File: config.mk
export PLATFORM = sky130hd
export DESIGN_NAME = ahlrc_parser
export DESIGN_NICKNAME = d
export VERILOG_FILES = /design/src/ahlrc_pkg.sv /design/src/ahlrc_parser.sv
export SDC_FILE = /design/constraint.sdc
export NUM_CORES = 1
export LEC_CHECK = 0
export BUFFER_PORTS_ARGS = -buffer_cell sky130_fd_sc_hd__buf_2
export CAP_MARGIN = 20
export CORE_MARGIN = 3
export CORE_UTILIZATION = 45
export DETAILED_ROUTE_END_ITERATION = 10
export GPL_ROUTABILITY_DRIVEN = 0
export PLACE_DENSITY = 0.66
export SYNTH_ARGS = -nofsm -noshare
export SYNTH_HDL_FRONTEND = slang
export SYNTH_SLANG_ARGS = --single-unit
File: constraint.sdc
create_clock -name clk -period 2.7 [get_ports clk]
set_input_delay 0.135 -clock clk [delete_from_list [all_inputs] [get_ports clk]]
set_output_delay 0.135 -clock clk [all_outputs]
set_load 0.01 [all_outputs]
File: src/ahlrc_pkg.sv
`timescale 1ns / 1ps
// ----------------------------------------------------------------------------
// ahlrc_pkg
// Shared types and constants for the ATT handle list response checker:
// transaction payloads, parse phases, request kinds and register indexes.
// ----------------------------------------------------------------------------
package ahlrc_pkg;

  // input transaction: one response byte
  typedef struct packed {
    logic [7:0] pdu_byte;
    logic       last_byte;
  } in_t;

  // result transaction, given on the last byte of a response
  typedef struct packed {
    logic        status;
    logic        procedure_done;
    logic [15:0] next_start;
  } out_t;

  // parse phase of the response walker
  typedef enum logic [2:0] {
    PH_OPCODE = 3'd0,
    PH_FORMAT = 3'd1,
    PH_H1LO   = 3'd2,
    PH_H1HI   = 3'd3,
    PH_H2LO   = 3'd4,
    PH_H2HI   = 3'd5,
    PH_VALUE  = 3'd6
  } phase_t;

  // request kinds (code 3 is treated as group type)
  localparam logic [1:0] KIND_FIND  = 2'd0;
  localparam logic [1:0] KIND_TYPE  = 2'd1;
  localparam logic [1:0] KIND_GROUP = 2'd2;

  // configuration register indexes
  localparam logic [1:0] REG_REQUEST_KIND = 2'd0;
  localparam logic [1:0] REG_RANGE_START  = 2'd1;
  localparam logic [1:0] REG_RANGE_END    = 2'd2;
  localparam logic [1:0] REG_CONTINUING   = 2'd3;

  // entry layout constants
  localparam logic [7:0]  FMT_UUID16       = 8'd1;
  localparam logic [7:0]  UUID16_LEN       = 8'd2;
  localparam logic [7:0]  UUID128_LEN      = 8'd16;
  localparam logic [7:0]  TYPE_PREFIX_LEN  = 8'd2;
  localparam logic [7:0]  GROUP_PREFIX_LEN = 8'd4;

  // register reset values
  localparam logic [15:0] RANGE_START_RST = 16'h0001;
  localparam logic [15:0] RANGE_END_RST   = 16'hFFFF;

endpackage

File: src/ahlrc_parser.sv
`timescale 1ns / 1ps
// ----------------------------------------------------------------------------
// ahlrc_parser
// Walks the response one byte per step, checks handle order and range, and
// forms the result on the last byte of the response.
// ----------------------------------------------------------------------------
module ahlrc_parser (
  input  logic              clk,
  input  logic              rst_n,
  input  logic              step,
  input  ahlrc_pkg::in_t    in_data,
  input  logic [1:0]        request_kind,
  input  logic [15:0]       range_start,
  input  logic [15:0]       range_end,
  input  logic              continuing,
  output logic              res_valid,
  output ahlrc_pkg::out_t   res_data
);

  ahlrc_pkg::phase_t phase_r, phase_nxt, phase_w;
  logic [15:0] exp_r, exp_nxt, exp_w;
  logic [7:0]  lo_r, lo_nxt;
  logic [15:0] prev_r, prev_nxt;
  logic [7:0]  vlen_r, vlen_nxt;
  logic [7:0]  left_r, left_nxt;
  logic        err_r, err_nxt, err_w;

  logic        group;
  logic [7:0]  prefix;
  logic [15:0] hnd;
  logic        hnd_bad;
  logic        err_fin;
  logic        done;

  // handle assembled from latched low byte and current high byte
  assign group   = (request_kind >= ahlrc_pkg::KIND_GROUP);
  assign prefix  = (request_kind == ahlrc_pkg::KIND_TYPE) ? ahlrc_pkg::TYPE_PREFIX_LEN
                                                          : ahlrc_pkg::GROUP_PREFIX_LEN;
  assign hnd     = {in_data.pdu_byte, lo_r};
  assign hnd_bad = (hnd == 16'd0) || (exp_r == 16'd0) || (hnd < exp_r) || (hnd > range_end);

  // next state: byte walk, then end-of-response override
  always_comb begin
    phase_w  = phase_r;
    exp_w    = exp_r;
    lo_nxt   = lo_r;
    prev_nxt = prev_r;
    vlen_nxt = vlen_r;
    left_nxt = left_r;
    err_w    = err_r;
    case (phase_r)
      ahlrc_pkg::PH_FORMAT: begin
        if (request_kind == ahlrc_pkg::KIND_FIND) begin
          vlen_nxt = (in_data.pdu_byte == ahlrc_pkg::FMT_UUID16) ? ahlrc_pkg::UUID16_LEN
                                                                 : ahlrc_pkg::UUID128_LEN;
        end else if (in_data.pdu_byte < prefix) begin
          err_w    = 1'b1;
          vlen_nxt = 8'd0;
        end else begin
          vlen_nxt = in_data.pdu_byte - prefix;
        end
        phase_w = ahlrc_pkg::PH_H1LO;
      end
      ahlrc_pkg::PH_H1LO: begin
        lo_nxt  = in_data.pdu_byte;
        phase_w = ahlrc_pkg::PH_H1HI;
      end
      ahlrc_pkg::PH_H1HI: begin
        if (hnd_bad) err_w = 1'b1;
        if (group) begin
          prev_nxt = hnd;
          phase_w  = ahlrc_pkg::PH_H2LO;
        end else begin
          // wrap of 0xffff gives zero, which blocks any further entry
          exp_w = hnd + 16'd1;
          if (vlen_r == 8'd0) begin
            phase_w = ahlrc_pkg::PH_H1LO;
          end else begin
            left_nxt = vlen_r;
            phase_w  = ahlrc_pkg::PH_VALUE;
          end
        end
      end
      ahlrc_pkg::PH_H2LO: begin
        lo_nxt  = in_data.pdu_byte;
        phase_w = ahlrc_pkg::PH_H2HI;
      end
      ahlrc_pkg::PH_H2HI: begin
        if (hnd_bad || (hnd < prev_r)) err_w = 1'b1;
        exp_w = hnd + 16'd1;
        if (vlen_r == 8'd0) begin
          phase_w = ahlrc_pkg::PH_H1LO;
        end else begin
          left_nxt = vlen_r;
          phase_w  = ahlrc_pkg::PH_VALUE;
        end
      end
      ahlrc_pkg::PH_VALUE: begin
        left_nxt = left_r - 8'd1;
        if (left_nxt == 8'd0) phase_w = ahlrc_pkg::PH_H1LO;
      end
      default: begin
        exp_w   = range_start;
        err_w   = 1'b0;
        phase_w = ahlrc_pkg::PH_FORMAT;
      end
    endcase

    if (in_data.last_byte) begin
      phase_nxt = ahlrc_pkg::PH_OPCODE;
      exp_nxt   = range_start;
      err_nxt   = 1'b0;
    end else begin
      phase_nxt = phase_w;
      exp_nxt   = exp_w;
      err_nxt   = err_w;
    end
  end

  // result: ending off an entry boundary is invalid
  always_comb begin
    err_fin   = err_w || (phase_w != ahlrc_pkg::PH_H1LO);
    done      = err_fin || !continuing || (exp_w == 16'd0) || (exp_w == range_end + 16'd1);
    res_valid = step && in_data.last_byte;
    res_data.status         = err_fin;
    res_data.procedure_done = done;
    res_data.next_start     = done ? 16'd0 : exp_w;
  end

  // parse state registers
  always_ff @(posedge clk) begin
    if (!rst_n) begin
      phase_r <= ahlrc_pkg::PH_OPCODE;
      exp_r   <= ahlrc_pkg::RANGE_START_RST;
      lo_r    <= 8'd0;
      prev_r  <= 16'd0;
      vlen_r  <= 8'd0;
      left_r  <= 8'd0;
      err_r   <= 1'b0;
    end else if (step) begin
      phase_r <= phase_nxt;
      exp_r   <= exp_nxt;
      lo_r    <= lo_nxt;
      prev_r  <= prev_nxt;
      vlen_r  <= vlen_nxt;
      left_r  <= left_nxt;
      err_r   <= err_nxt;
    end
  end

endmodule

==> reports/qor.txt <==
Outcome -> finished, violations left
Failing checks -> negative setup slack
Pre-CTS worst setup slack -> -0.373 ns
Antenna-violating nets left -> 0
CTS Sinks -> 60
Number of diodes -> 0
Most used flip-flop cell after synthesis -> dfxtp_1
Sequential cell area fraction in the yosys report -> 0.196
Count leader, synth -> nand2_1
RR Startpoint -> exp_r[14]
RSZ-0062 raised after global routing -> true
Worst Setup End Kind -> output port
Reg2Reg Capture Point -> err_r
Hold Crit Class -> in -> reg
Synthesis Warnings -> 0
Worst Setup SP -> phase_r[2]
Required time of the critical path -> 2.57 ns
Root Buffer -> clkbuf_16
Skew final -> 0.00742 ns
Remaining DRCs -> 0
Post-synthesis register bit count -> 60
Leak -> 3.52 nW
PnR worst setup slack -> -0.596 ns
Yosys cell types -> 85
Post-DR wirelength/cell -> 20.0 um
Initial core utilization -> 0.472
Grt total ovfl -> 0
Max Cap Viol -> 0
Flop2flop setup slack -> 0.35 ns
Core area -> 13000 sq um
CTS Buf Count -> 9
H-tree levels -> 3
Ys async rst share -> 0
First-pass GRT wire length -> 36200 um
Final WL -> 23500 um
Vias -> 7305
CTS Buffer Depth -> 2
Hold wc startpoint -> rst_n
Chip Width -> 123 um
Slowest cell on crit path -> a2111oi_4
Vias in the first global route -> 7029
Hold path depth -> 2
Layout net count -> 1099
Setup violators final -> 18
Final Cycle Share -> 1.22
Max VDD drop -> 0.448 mV
Ports -> 66
Kind of critical path -> reg -> out
CTS tree -> done
Die Y -> 123 um
Hold slack -> 0.0450 ns
Area contributors post-synth -> dfxtp_1, ha_1, a21oi_1
Worst endpoint data arrival time -> 3.16 ns
Largest net degree at the start of global routing -> 58
1st-pass router iterations -> 9
Hold endpoint -> exp_r[0]
Post-route minimum period -> 3.30 ns
CP Cell Sequence -> buf_8 > or2_4 > buf_6 > a22oi_2 > o221ai_2 > xnor2_1 > a211oi_2 > nand4_1 > a2111oi_4 > clkbuf_16 > nor3_4 > buf_2
Cells after Synth -> 819
Family with the most delay on the worst path -> compound AO/OA/AOI/OAI gates
Num rows -> 41
Top cells by count, synth -> nand2_1, nor2_1, inv_1
Syn_nets -> 920
Yosys top cell area share -> 0.196
Area leader, netlist -> dfxtp_1
Bufs and invs on worst path -> 4
Syn Area/Cell -> 7.48 sq um
Port Buffer Count -> 65
Layout Cells excl Fill -> 1175
# hold bufs at CTS -> 0
Crit start category -> register
Area Growth Syn to Fin -> 38.5%
Post-Syn Area -> 6130 sq um
Rel. slew slack -> 0.492
Dpl cells -> 1140
Max Freq -> 0.303 GHz
Worst-margin pin slew -> 0.759 ns
Initial antenna violation count -> 0
Max incr delay on CP -> 0.49 ns
Pwr Density -> 376 nW/um^2
Post-DR vias/cell -> 6.22
Hold Violations, Final -> 0
Share of cells above drive strength 1 -> 0.343
1st-iter DRT viols -> 903
Slew Viols, Final -> 0
Die area -> 15000 sq um
R2R cell count -> 11
Number of flops mapped to enable cells by yosys -> 0
Worst-Skew Late Latency -> 0.35 ns
Clock Pin Slew Worst Setup and Hold Paths -> 0.06 ns
Critical Path Fanout Max -> 8
DP HPWL -> 17500 um
GRT Overall Usage -> 0.307
worst reg2reg max path: cells and delay by family, from the launching register on:
family | cells | cell delay (ns)
AO/OA/AOI/OAI | 5 | 0.78
AND/OR/NAND/NOR | 2 | 0.46
buffers and inverters | 3 | 0.39
flip-flops | 1 | 0.34
adder cells (fa/ha/maj) | 1 | 0.30
per-layer routing:
metal  global-route usage  part of all wire
met2                0.508              0.46
met4                0.193             0.069
met5                    0                 0
met1                0.365              0.39
met3               0.0571             0.085
kinds of logic after synthesis:
| family | Yosys count | synth area share |
|---|---|---|
| and+or+nand+nor | 313 | 0.277 |
| muxes | 26 | 0.0431 |
| AOI/OAI and AO/OA | 213 | 0.242 |
| DFF | 60 | 0.196 |
| xor gates and xnor gates | 34 | 0.0486 |
| adders and majority gates | 54 | 0.112 |
| buffers and inverters | 119 | 0.0821 |
layout by cell type, fill, tap and decap left out, types with 8 or more instances in the layout:
| master | n |
|---|---|
| buf_4 | 147 |
| nand2_1 | 75 |
| nor2_1 | 69 |
| buf_2 | 64 |
| inv_1 | 61 |
| a21oi_1 | 53 |
| dfxtp_1 | 49 |
| ha_1 | 48 |
| o21ai_0 | 37 |
| xnor2_1 | 23 |
| nand4_1 | 22 |
| mux2i_1 | 21 |
| nor3_1 | 19 |
| nand3_1 | 18 |
| nor4_1 | 15 |
| nor3_2 | 11 |
| clkbuf_16 | 11 |
| a22oi_1 | 10 |
| nand2b_1 | 8 |
| a211oi_1 | 8 |
| o211ai_1 | 8 |
| o21ai_1 | 8 |
| a22o_1 | 8 |
| xor2_1 | 8 |
layout make-up:
type	count	area, sq um
Clock buffer	11	253
Clock inverter	5	108
Fill cell	1082	4500
Inverter	63	236
Multi-Input combinational cell	640	4800
Sequential cell	60	1230
Tap cell	172	215
Timing Repair Buffer	224	1640
per-stage QoR:
step | area [sq um] | utilization | power [mW] | TNS [ns]
final | 8480 | 0.654 | 3.19 | -9.85
after global routing | 8480 | 0.654 | 3.31 | -13.29
after CTS | 8230 | 0.634 | 3.14 | -7.98
after detailed placement | 7540 | 0.581 | 1.72 | -5.04
after global placement | 7540 | 0.581 | 1.70 | -3.27
after floorplan | 6180 | - | 1.37 | -1.86
worst max-delay path by stage:
stage	to	slack, ns	depth (start not counted)
2_1_floorplan	res_data[8]	-0.17	10
3_3_place_gp	res_data[16]	-0.24	11
3_5_place_dp	res_data[16]	-0.37	11
4_1_cts	res_data[16]	-0.52	11
5_1_grt	res_data[13]	-0.80	12
6_report	res_data[13]	-0.60	12
where the power goes:
group / internal [mW] / switching [mW]
logic: 0.384 / 0.481
registers: 0.902 / 0.0186
clock network: 0.955 / 0.451
registers in the layout, indices dropped and copies added (netlist names):
register / cells
left_r: 8
lo_r: 8
err_r: 1
prev_r: 16
exp_r: 16
vlen_r: 8
phase_r: 3
what timing repair did:
item / 4_1_cts / 5_1_grt
gates cloned: 1 / 2
setup endpoints to repair: 18 / 18
setup buffers: 12 / 5
pin swaps: 3 / 21
gates resized for setup: 49 / 45
Power figures use the tool's default switching activity.
